==> config.mk <==
export PLATFORM = sky130hd
export DESIGN_NAME = kme_ctrl
export DESIGN_NICKNAME = d
export VERILOG_FILES = /design/src/rtl/kme_pkg.sv /design/src/rtl/kme_ctrl.sv
export SDC_FILE = /design/constraint.sdc
export NUM_CORES = 1
export LEC_CHECK = 0
export ABC_AREA = 1
export BUFFER_PORTS_ARGS = -buffer_cell sky130_fd_sc_hd__buf_4
export CELL_PAD_IN_SITES_DETAIL_PLACEMENT = 1
export CELL_PAD_IN_SITES_GLOBAL_PLACEMENT = 1
export CORE_MARGIN = 2
export CORE_UTILIZATION = 35
export CTS_CLUSTER_SIZE = 28
export DETAILED_ROUTE_END_ITERATION = 8
export MAX_ROUTING_LAYER = met4
export PLACE_DENSITY = 0.67
export SLEW_MARGIN = 25
export SYNTH_ARGS = -nofsm -noshare
export SYNTH_HDL_FRONTEND = slang
export SYNTH_SLANG_ARGS = --single-unit
export TNS_END_PERCENT = 1
==> constraint.sdc <==
create_clock -name clk -period 7.5 [get_ports clk]
set_input_delay 0.75 -clock clk [delete_from_list [all_inputs] [get_ports clk]]
set_output_delay 0.75 -clock clk [all_outputs]
set_load 0.01 [all_outputs]
==> src/rtl/kme_pkg.sv <==
// Shared constants for the Kruskal maze edge merger: field widths, codes and defaults.
// No dependencies; kme_ctrl and the top level in rtl/ import this package.
`timescale 1ns / 1ps

package kme_pkg;

  // Default grid limits.
  localparam int MAX_ROWS_DEF = 32;
  localparam int MAX_COLS_DEF = 32;

  // Field widths of the transaction ports.
  localparam int ROW_W  = 5;
  localparam int COL_W  = 5;
  localparam int WALL_W = 7;
  localparam int CFG_W  = 6;
  localparam int CFG_IDX_W = 1;

  // Register reset values.
  localparam logic [CFG_W-1:0] ROWS_RESET = 6'd32;
  localparam logic [CFG_W-1:0] COLS_RESET = 6'd32;

  // Register indexes.
  localparam logic [CFG_IDX_W-1:0] REG_ROWS = 1'b0;
  localparam logic [CFG_IDX_W-1:0] REG_COLS = 1'b1;

  // Operation and direction codes.
  localparam logic OP_START   = 1'b0;
  localparam logic OP_EDGE    = 1'b1;
  localparam logic DIR_RIGHT  = 1'b0;
  localparam logic DIR_DOWN   = 1'b1;

endpackage

==> src/rtl/kme_ctrl.sv <==
// Sequencer of the maze edge merger: label fill, edge lookup and relabel scan.
// Depends on kme_pkg; drives the label RAM (kme_ram) owned by the top level.
`timescale 1ns / 1ps

module kme_ctrl #(
  parameter int MAX_ROWS = kme_pkg::MAX_ROWS_DEF,
  parameter int MAX_COLS = kme_pkg::MAX_COLS_DEF
) (
  input  logic                                   clk,
  input  logic                                   rst_n,
  input  logic                                   start,
  output logic                                   busy,
  input  logic                                   in_operation,
  input  logic [kme_pkg::ROW_W-1:0]              in_cell_row,
  input  logic [kme_pkg::COL_W-1:0]              in_cell_col,
  input  logic                                   in_direction,
  input  logic [$clog2(MAX_ROWS+1)-1:0]          num_rows,
  input  logic [$clog2(MAX_COLS+1)-1:0]          num_cols,
  output logic                                   out_valid,
  output logic                                   out_carved,
  output logic                                   out_rejected,
  output logic [kme_pkg::WALL_W-1:0]             out_wall_row,
  output logic [kme_pkg::WALL_W-1:0]             out_wall_col,
  output logic                                   mem_we,
  output logic [$clog2(MAX_ROWS*MAX_COLS)-1:0]   mem_waddr,
  output logic [$clog2(MAX_ROWS*MAX_COLS)-1:0]   mem_wdata,
  output logic                                   mem_re,
  output logic [$clog2(MAX_ROWS*MAX_COLS)-1:0]   mem_raddr,
  input  logic [$clog2(MAX_ROWS*MAX_COLS)-1:0]   mem_rdata
);

  import kme_pkg::*;

  localparam int DEPTH  = MAX_ROWS * MAX_COLS;
  localparam int ADDR_W = $clog2(DEPTH);
  localparam int RW     = $clog2(MAX_ROWS);
  localparam int CW     = $clog2(MAX_COLS);
  localparam int NRW    = $clog2(MAX_ROWS + 1);
  localparam int NCW    = $clog2(MAX_COLS + 1);
  localparam int RCMP_W = (NRW > ROW_W + 1) ? NRW : ROW_W + 1;
  localparam int CCMP_W = (NCW > COL_W + 1) ? NCW : COL_W + 1;

  localparam logic [ADDR_W-1:0] LAST_ADDR = ADDR_W'(DEPTH - 1);
  localparam logic [ADDR_W-1:0] ROW_STEP  = ADDR_W'(MAX_COLS);

  // State codes.
  localparam logic [2:0] S_FILL  = 3'd0;
  localparam logic [2:0] S_IDLE  = 3'd1;
  localparam logic [2:0] S_RDA   = 3'd2;
  localparam logic [2:0] S_RDB   = 3'd3;
  localparam logic [2:0] S_CMP   = 3'd4;
  localparam logic [2:0] S_SCAN  = 3'd5;
  localparam logic [2:0] S_DRAIN = 3'd6;

  logic [2:0]        state_r, state_nxt;
  logic [ADDR_W-1:0] fill_addr_r, fill_addr_nxt;
  logic              fill_res_r, fill_res_nxt;
  logic [ADDR_W-1:0] addr_a_r, addr_a_nxt;
  logic [ADDR_W-1:0] addr_b_r, addr_b_nxt;
  logic [WALL_W-1:0] wall_row_r, wall_row_nxt;
  logic [WALL_W-1:0] wall_col_r, wall_col_nxt;
  logic [ADDR_W-1:0] label_a_r, label_a_nxt;
  logic [ADDR_W-1:0] label_b_r, label_b_nxt;
  logic [RW-1:0]     scan_row_r, scan_row_nxt;
  logic [CW-1:0]     scan_col_r, scan_col_nxt;
  logic [ADDR_W-1:0] scan_base_r, scan_base_nxt;
  logic              pipe_vld_r, pipe_vld_nxt;
  logic [ADDR_W-1:0] pipe_addr_r, pipe_addr_nxt;
  logic              out_valid_r, out_valid_nxt;
  logic              out_carved_r, out_carved_nxt;
  logic              out_rejected_r, out_rejected_nxt;
  logic [WALL_W-1:0] out_wall_row_r, out_wall_row_nxt;
  logic [WALL_W-1:0] out_wall_col_r, out_wall_col_nxt;

  logic [ROW_W:0]    nbr_row;
  logic [COL_W:0]    nbr_col;
  logic              in_grid;
  logic              accept;
  logic [ADDR_W-1:0] in_addr_a;
  logic [ADDR_W-1:0] in_addr_b;
  logic [ADDR_W-1:0] scan_addr;
  logic              scan_last_col;
  logic              scan_last_row;

  assign accept = start && (state_r == S_IDLE);
  assign busy   = (state_r != S_IDLE);

  // Neighbor cell and grid check; the neighbor is never above or left of the first cell.
  assign nbr_row = {1'b0, in_cell_row} + {{ROW_W{1'b0}}, in_direction == DIR_DOWN};
  assign nbr_col = {1'b0, in_cell_col} + {{COL_W{1'b0}}, in_direction == DIR_RIGHT};
  assign in_grid = (RCMP_W'(nbr_row) < RCMP_W'(num_rows)) &&
                   (CCMP_W'(nbr_col) < CCMP_W'(num_cols));

  // Linear cell addresses, row-major with a fixed row pitch.
  assign in_addr_a = ADDR_W'(in_cell_row) * ROW_STEP + ADDR_W'(in_cell_col);
  assign in_addr_b = ADDR_W'(nbr_row) * ROW_STEP + ADDR_W'(nbr_col);

  assign scan_addr     = scan_base_r + ADDR_W'(scan_col_r);
  assign scan_last_col = (NCW'(scan_col_r) == num_cols - NCW'(1));
  assign scan_last_row = (NRW'(scan_row_r) == num_rows - NRW'(1));

  // Write port: label fill, and write-back of the relabel scan in the cycle after its read.
  always_comb begin
    mem_we    = 1'b0;
    mem_waddr = pipe_addr_r;
    mem_wdata = label_a_r;
    if (state_r == S_FILL) begin
      mem_we    = 1'b1;
      mem_waddr = fill_addr_r;
      mem_wdata = fill_addr_r;
    end else if (pipe_vld_r && (mem_rdata == label_b_r)) begin
      mem_we = 1'b1;
    end
  end

  // Read address by state.
  always_comb begin
    mem_re    = 1'b0;
    mem_raddr = scan_addr;
    case (state_r)
      S_RDA: begin
        mem_re    = 1'b1;
        mem_raddr = addr_a_r;
      end
      S_RDB: begin
        mem_re    = 1'b1;
        mem_raddr = addr_b_r;
      end
      S_SCAN: begin
        mem_re = 1'b1;
      end
      default: begin
        mem_re = 1'b0;
      end
    endcase
  end

  // Next-state logic of the sequencer and the result register.
  always_comb begin
    state_nxt        = state_r;
    fill_addr_nxt    = fill_addr_r;
    fill_res_nxt     = fill_res_r;
    addr_a_nxt       = addr_a_r;
    addr_b_nxt       = addr_b_r;
    wall_row_nxt     = wall_row_r;
    wall_col_nxt     = wall_col_r;
    label_a_nxt      = label_a_r;
    label_b_nxt      = label_b_r;
    scan_row_nxt     = scan_row_r;
    scan_col_nxt     = scan_col_r;
    scan_base_nxt    = scan_base_r;
    pipe_vld_nxt     = (state_r == S_SCAN);
    pipe_addr_nxt    = scan_addr;
    out_valid_nxt    = 1'b0;
    out_carved_nxt   = 1'b0;
    out_rejected_nxt = 1'b0;
    out_wall_row_nxt = '0;
    out_wall_col_nxt = '0;

    case (state_r)
      S_FILL: begin
        fill_addr_nxt = fill_addr_r + ADDR_W'(1);
        if (fill_addr_r == LAST_ADDR) begin
          state_nxt     = S_IDLE;
          out_valid_nxt = fill_res_r;
        end
      end
      S_IDLE: begin
        if (accept) begin
          if (in_operation == OP_START) begin
            state_nxt     = S_FILL;
            fill_addr_nxt = '0;
            fill_res_nxt  = 1'b1;
          end else if (!in_grid) begin
            out_valid_nxt    = 1'b1;
            out_rejected_nxt = 1'b1;
          end else begin
            state_nxt    = S_RDA;
            addr_a_nxt   = in_addr_a;
            addr_b_nxt   = in_addr_b;
            wall_row_nxt = {1'b0, in_cell_row, 1'b0} + WALL_W'(1)
                           + WALL_W'(in_direction);
            wall_col_nxt = {1'b0, in_cell_col, 1'b0} + WALL_W'(2)
                           - WALL_W'(in_direction);
          end
        end
      end
      S_RDA: begin
        state_nxt = S_RDB;
      end
      S_RDB: begin
        label_a_nxt = mem_rdata;
        state_nxt   = S_CMP;
      end
      S_CMP: begin
        if (mem_rdata == label_a_r) begin
          state_nxt     = S_IDLE;
          out_valid_nxt = 1'b1;
        end else begin
          label_b_nxt   = mem_rdata;
          scan_row_nxt  = '0;
          scan_col_nxt  = '0;
          scan_base_nxt = '0;
          state_nxt     = S_SCAN;
        end
      end
      S_SCAN: begin
        if (scan_last_col) begin
          scan_col_nxt  = '0;
          scan_row_nxt  = scan_row_r + RW'(1);
          scan_base_nxt = scan_base_r + ROW_STEP;
          if (scan_last_row) begin
            state_nxt = S_DRAIN;
          end
        end else begin
          scan_col_nxt = scan_col_r + CW'(1);
        end
      end
      S_DRAIN: begin
        state_nxt        = S_IDLE;
        out_valid_nxt    = 1'b1;
        out_carved_nxt   = 1'b1;
        out_wall_row_nxt = wall_row_r;
        out_wall_col_nxt = wall_col_r;
      end
      default: begin
        state_nxt = S_IDLE;
      end
    endcase
  end

  // Control registers.
  always_ff @(posedge clk) begin
    if (!rst_n) begin
      state_r     <= S_FILL;
      fill_addr_r <= '0;
      fill_res_r  <= 1'b0;
      pipe_vld_r  <= 1'b0;
      out_valid_r <= 1'b0;
    end else begin
      state_r     <= state_nxt;
      fill_addr_r <= fill_addr_nxt;
      fill_res_r  <= fill_res_nxt;
      pipe_vld_r  <= pipe_vld_nxt;
      out_valid_r <= out_valid_nxt;
    end
  end

  // Payload registers.
  always_ff @(posedge clk) begin
    addr_a_r       <= addr_a_nxt;
    addr_b_r       <= addr_b_nxt;
    wall_row_r     <= wall_row_nxt;
    wall_col_r     <= wall_col_nxt;
    label_a_r      <= label_a_nxt;
    label_b_r      <= label_b_nxt;
    scan_row_r     <= scan_row_nxt;
    scan_col_r     <= scan_col_nxt;
    scan_base_r    <= scan_base_nxt;
    pipe_addr_r    <= pipe_addr_nxt;
    out_carved_r   <= out_carved_nxt;
    out_rejected_r <= out_rejected_nxt;
    out_wall_row_r <= out_wall_row_nxt;
    out_wall_col_r <= out_wall_col_nxt;
  end

  assign out_valid    = out_valid_r;
  assign out_carved   = out_carved_r;
  assign out_rejected = out_rejected_r;
  assign out_wall_row = out_wall_row_r;
  assign out_wall_col = out_wall_col_r;

endmodule

==> flow_metrics.py, run 1 <==
metrics = {
    "status": {
        "status": "finished, final reports clean",
    },
    "yosys": {
        "ys_seq_area_share_pct": 51.2,
        "post_synth_num_cell_types": 34,
        "synth_edf_count": 67,
        "synth_top_area_share_pct": 36.1,
        "synthTopCellsByCount": "nand2_1, inv_1, nor2_1, edfxtp_1, dfxtp_1",
        "synth_async_sr_flop_share_pct": 0,
        "yosysMostFrequentCell": "nand2_1",
        "ys_warn_count": 0,
        "synth_top_area_cell": "edfxtp_1",
        "synth_area_um2": 5570,
        "syn_avg_cell_area_um2": 8.91,
        "ys_ff_latch": 109,
        "synthFlopType": "edfxtp_1",
        "synth_nets": 696,
        "synthCells": 625,
        "synthTopCellsByArea": "edfxtp_1, dfxtp_1, nand2_1",
    },
    "flow_run": {
        "maxCapViolations": 0,
    },
    "sta": {
        "slew_headroom_pct": 44.3,
        "rsz0062_at_grt": "false",
        "fin_crit_ps": 3140,
        "hold_viol_final": 0,
        "slew_viol_final": 0,
        "timing.fmax_mhz": 319,
        "tightest_slew_ps": 832,
        "finalCritPeriodShare_pct": 41.8,
        "fin_tns_setup_ps": 0,
        "fin_worst_skew_ps": 12.5,
        "finalSetupViolCount": 0,
    },
    "clocking": {
        "hold_buffers": 0,
        "root_buffer": "clkbuf_16",
        "post_cts_buffers": 0,
        "numCtsBuffers": 9,
        "cts.sinks": 109,
        "cts_resized": 0,
        "clk_pin_slew_ps": 80,
        "cts_tree": "built",
        "htree_levels": 3,
        "clock_latency_ps": 360,
        "clockBufferDepth": 2,
    },
    "routing": {
        "ant_nets": 0,
        "dr.first_iter.drc_count": 203,
        "num_vias": 4318,
        "wl_um": 14000,
        "routed_via_density": 4.61,
        "drc": 0,
        "wire_per_inst_um": 14.9,
        "first_pass_iters": 4,
    },
    "die": {
        "die_w_um": 130,
        "core_area_um2": 15700,
        "dieHeight_um": 130,
        "io_pins": 87,
        "start_util_pct": 35.4,
        "rows": 46,
        "die-area_um2": 16900,
    },
    "critical_path": {
        "crit_chain": "inv_2, nor2_1, inv_1, nor2_1, a22oi_1, a21oi_1, buf_4",
        "rr_worst_depth": 8,
        "start_kind": "flip-flop",
        "path_buf_inv": 3,
        "path_delay_family": "simple AND/OR/NAND/NOR gates",
        "worst-path-max-fanout": 12,
        "r2r_slack_ps": 5150,
        "regToRegEndpoint": "scan_row_r[3]$_SDFFCE_PN0P_",
        "critPathMaxStageDelay_ps": 610,
        "cpMostUsedCell": "nor2_1",
        "r2r_start": "scan_col_r[4]$_SDFFCE_PP0P_",
        "slowest_stage": "nor2_1",
        "criticalPathCategory": "reg -> out",
        "critPathCaptureType": "output pin",
        "arrival_ps": 2390,
        "required_ps": 6750,
    },
    "hold_path": {
        "min_from": "scan_base_r[9]$_SDFFCE_PN0P_",
        "whs_path_depth": 0,
        "min_to": "pipe_addr_r[9]$_DFF_P_",
        "hold_class": "reg -> reg",
    },
    "placement": {
        "numPortBuffers": 86,
        "gp_congestion": 0.854,
        "dpl.hpwl_um": 10900,
    },
    "cells_and_area": {
        "nets": 786,
        "utilization_pct": 43.1,
        "layout-drive-gt1-share_pct": 17.4,
        "antenna_cells": 0,
        "syn_to_final_growth_pct": 21.5,
    },
    "pwr": {
        "power_frac_seq_pct": 52.2,
        "p_leak_uw": 0.00306,
        "power.share.switching_pct": 23.0,
        "comb_power_share_pct": 7.9,
        "ir_drop_mv": 0.203,
        "clockPowerShare_pct": 40.0,
        "pwr_density_cell_nw_per_um2": 181,
        "p_sw_uw": 282,
        "p_int_uw": 941,
    },
    "grt": {
        "grt_pass1_wl_um": 23000,
        "grt-ovfl-total": 0,
        "grtUsageTotal_pct": 18.1,
        "grt_pass1_vias": 4601,
        "antenna_found_initial": 0,
        "grt_max_degree": 33,
    },
}
state kept, by name, indices dropped and copies added (netlist names), 3 cells and up:
signal        count
addr_a_r         10
addr_b_r         10
fill_addr_r      10
label_a_r        10
label_b_r        10
out_wall_col      7
out_wall_row      7
pipe_addr_r      10
scan_base_r       5
scan_col_r        5
scan_row_r        5
state_r           3
wall_col_r        5
wall_row_r        7
cell type report:
class                           count  area [um2]
Inverter                           99         372
Fill cell                        1865        8950
Clock inverter                      7        80.1
Multi-Input combinational cell    408        2300
Clock buffer                        9         225
Timing Repair Buffer               88         661
Tap cell                          216         270
Sequential cell                   109        2850
cells in the final DEF, fill, tap and decap left out, types with 2 or more instances in the layout:
| cell | instances |
|---|---|
| nand2_2 | 5 |
| a21oi_1 | 27 |
| dfxtp_1 | 42 |
| nor2_4 | 3 |
| nor4_1 | 2 |
| o21ai_0 | 23 |
| inv_6 | 3 |
| xnor2_1 | 10 |
| or2_2 | 2 |
| a31oi_1 | 2 |
| inv_2 | 4 |
| nand2_1 | 136 |
| clkinvlp_4 | 2 |
| clkbuf_16 | 9 |
| nor2_1 | 78 |
| nand4_1 | 4 |
| xor2_1 | 29 |
| edfxtp_1 | 67 |
| ha_1 | 34 |
| nor3_1 | 5 |
| nand3_1 | 28 |
| inv_1 | 95 |
| buf_4 | 88 |
| a22oi_1 | 8 |
layer usage:
metal / share of wire, % / GRT usage [%] / routed length, um / up-vias
met3: 4.8 / 4.51 / 670 / 13
met1: 46 / 22.1 / 6370 / 2031
met2: 48 / 30.1 / 6760 / 81
met4: 1.2 / 4.68 / 169 / 0
li1: - / - / - / 2193
met5: 0 / - / 0 / -
worst reg2reg max path: cells and delay by family, from the launching register on:
| kind | cells | cell delay, ps |
|---|---|---|
| flip-flops | 1 | 520 |
| buffers and inverters | 1 | 80 |
| AND/OR/NAND/NOR | 6 | 1190 |
| XOR/XNOR | 1 | 180 |
stage by stage:
stage / setup slack (ps) / cell area (um2) / power (uW) / hold slack, ps / cells
final: 4360 / 6770 / 1220 / 417 / 936
after floorplan: 1860 / 5570 / 703 / 371 / 625
after global placement: 4220 / 6460 / 743 / 397 / 920
after detailed placement: 4090 / 6460 / 749 / 399 / 920
after CTS: 4280 / 6770 / 1240 / 419 / 936
after global routing: 4080 / 6770 / 1270 / 436 / 936
power groups by stage:
| stage | logic (uW) | registers [uW] | clock network, uW |
|---|---|---|---|
| final | 96.0 | 637 | 489 |
| after global routing | 110 | 637 | 519 |
| after floorplan | 51.9 | 651 | 0 |
| after detailed placement | 97.4 | 651 | 0 |
| after CTS | 98.3 | 637 | 503 |
| after global placement | 92.3 | 651 | 0 |
cells by family (layout without fill, tap and decap cells):
group / after synthesis / in the layout / share of synthesized area (%)
simple gates: 269 / 269 / 20.8
xor+xnor: 39 / 39 / 6.13
fa+ha+maj: 34 / 34 / 7.64
flops: 109 / 109 / 51.2
buf+inv: 108 / 203 / 7.48
compound gates: 66 / 66 / 6.67
how the worst max path moves through the flow:
stage	start	end	cells past startpoint
6_report	state_r[1]$_SDFFE_PN0P_	mem_raddr[7]	7
5_1_grt	state_r[1]$_SDFFE_PN0P_	mem_raddr[7]	7
4_1_cts	state_r[1]$_SDFFE_PN0P_	mem_raddr[6]	7
3_5_place_dp	in_cell_row[0]	wall_row_r[4]$_DFFE_PP_	11
3_3_place_gp	in_direction	wall_col_r[6]$_DFFE_PP_	14
2_1_floorplan	in_direction	addr_a_r[0]$_DFFE_PP_	12
No activity file was read; power rests on OpenSTA's default activity.
==> inputs of run 2 (changes only) <==
==> constraint.sdc (replaced) <==
create_clock -name clk -period 3 [get_ports clk]
set_input_delay 0.3 -clock clk [delete_from_list [all_inputs] [get_ports clk]]
set_output_delay 0.3 -clock clk [all_outputs]
set_load 0.01 [all_outputs]
==> flow_metrics.py, run 2 (synthesized netlist as in run 1, its figures left out) <==
metrics = {
    "routing": {
        "drc": 0,
        "first_pass_iters": 4,
        "wl_um": 14100,
        "routed_via_density": 4.64,
        "ant_nets": 0,
        "dr.first_iter.drc_count": 139,
        "wire_per_inst_um": 15.0,
        "num_vias": 4358,
    },
    "placement": {
        "place_ws_ps": 198,
        "gp_congestion": 0.844,
        "numPortBuffers": 86,
        "postPlaceCellArea_um2": 6600,
        "dpl.hpwl_um": 11200,
    },
    "cells_and_area": {
        "layout-drive-gt1-share_pct": 19.2,
        "antenna_cells": 0,
        "nets": 790,
        "fill_cells": 1863,
        "layout_commonest_cell": "nand2_1",
        "fin_area_um2": 6900,
        "final_cell_mix": "nand2_1, inv_1, buf_4",
        "syn_to_final_growth_pct": 23.9,
    },
    "pwr": {
        "power.share.switching_pct": 24.3,
        "power_frac_seq_pct": 52.7,
        "clockPowerShare_pct": 38.7,
        "ir_drop_mv": 0.424,
        "pwr_density_cell_nw_per_um2": 438,
        "p_leak_uw": 0.00310,
        "comb_power_share_pct": 8.6,
        "p_int_uw": 2290,
        "p_sw_uw": 735,
    },
    "grt": {
        "grt_max_degree": 33,
        "grt_pass1_wl_um": 23100,
        "grt_pass1_vias": 4597,
        "grt-ovfl-total": 0,
        "antenna_found_initial": 0,
        "grtUsageTotal_pct": 18.3,
    },
    "critical_path": {
        "critPathMaxStageDelay_ps": 550,
        "slowest_stage": "inv_1",
        "criticalPathCategory": "reg -> out",
        "start_kind": "flip-flop",
        "worst-path-max-fanout": 21,
        "r2r_start": "state_r[0]$_SDFFE_PN0P_",
        "regToRegEndpoint": "state_r[1]$_SDFFE_PN0P_",
        "rr_worst_depth": 9,
        "path_delay_family": "buffers and inverters",
        "path_buf_inv": 2,
        "required_ps": 2700,
        "critPathCaptureType": "output pin",
        "arrival_ps": 2230,
        "crit_chain": "nor2_4, nand2_2, inv_1, nand2_1, o21ai_0, buf_4",
        "r2r_slack_ps": 950,
    },
    "status": {
        "status": "finished, final reports clean",
    },
    "sta": {
        "finalCritPeriodShare_pct": 84.4,
        "tightest_slew_ps": 678,
        "fin_tns_setup_ps": 0,
        "slew_headroom_pct": 54.8,
        "finalSetupViolCount": 0,
        "slew_viol_final": 0,
        "setup_ws_ps": 467,
        "hold_viol_final": 0,
        "rsz0062_at_grt": "false",
        "whs_ps": 147,
        "fin_worst_skew_ps": 12.8,
        "timing.fmax_mhz": 395,
        "fin_crit_ps": 2530,
    },
    "hold_path": {
        "hold_class": "in -> reg",
        "whs_path_depth": 1,
        "min_from": "in_cell_col[0]",
        "min_to": "addr_a_r[0]$_DFFE_PP_",
    },
    "clocking": {
        "clock_latency_ps": 360,
        "post_cts_buffers": 0,
        "clk_pin_slew_ps": 80,
        "cts.sinks": 109,
        "numCtsBuffers": 9,
        "htree_levels": 3,
        "root_buffer": "clkbuf_16",
        "hold_buffers": 0,
        "cts_resized": 0,
        "clockBufferDepth": 2,
        "cts_tree": "built",
    },
    "flow_run": {
        "maxCapViolations": 0,
    },
    "die": {
        "dieHeight_um": 130,
        "core_area_um2": 15700,
        "rows": 46,
        "die_w_um": 130,
        "start_util_pct": 35.4,
        "die-area_um2": 16900,
        "io_pins": 87,
    },
}
[run 2: worst max path at each step]
stage,cells past startpoint,slack [ps],endpoint,startpoint
after global routing,6,210,mem_wdata[0],state_r[0]$_SDFFE_PN0P_
after CTS,6,400,mem_wdata[4],state_r[0]$_SDFFE_PN0P_
after global placement,14,330,wall_row_r[6]$_DFFE_PP_,in_direction
final,6,470,mem_wdata[1],state_r[0]$_SDFFE_PN0P_
after floorplan,12,-20,addr_a_r[0]$_DFFE_PP_,in_direction
after detailed placement,12,200,wall_col_r[5]$_DFFE_PP_,in_direction
[run 2: through the flow]
step	cells	power (uW)	utilization, %
floorplan	625	1770	-
finish	940	3020	43.9
detailed placement	924	1890	42.0
CTS	940	3070	43.9
global placement	924	1880	42.0
global route	940	3150	43.9
[run 2: final cells by class]
type / count / area (um2) / share of cell area [%]
Clock buffer: 9 / 225 / 3.27
Clock inverter: 7 / 67.6 / 0.980
Inverter: 99 / 384 / 5.57
Multi-Input combinational cell: 408 / 2390 / 34.7
Sequential cell: 109 / 2850 / 41.4
Tap cell: 216 / 270 / 3.92
Timing Repair Buffer: 92 / 703 / 10.2
[run 2: power by group through the flow]
| stage | Sequential [uW] | Combinational (uW) | Clock [uW] |
|---|---|---|---|
| finish | 1590 | 259 | 1170 |
| floorplan | 1630 | 142 | 0 |
| CTS | 1590 | 266 | 1210 |
| global placement | 1630 | 249 | 0 |
| global route | 1590 | 296 | 1260 |
| detailed placement | 1630 | 263 | 0 |
[run 2: per-layer routing]
layer | GRT usage (%) | share of wire (%) | wire (um)
met3 | 4.22 | 5.0 | 703
met2 | 31.2 | 49 | 6930
met4 | 4.93 | 0.97 | 137
met1 | 21.8 | 45 | 6310
met5 | - | 0 | 0
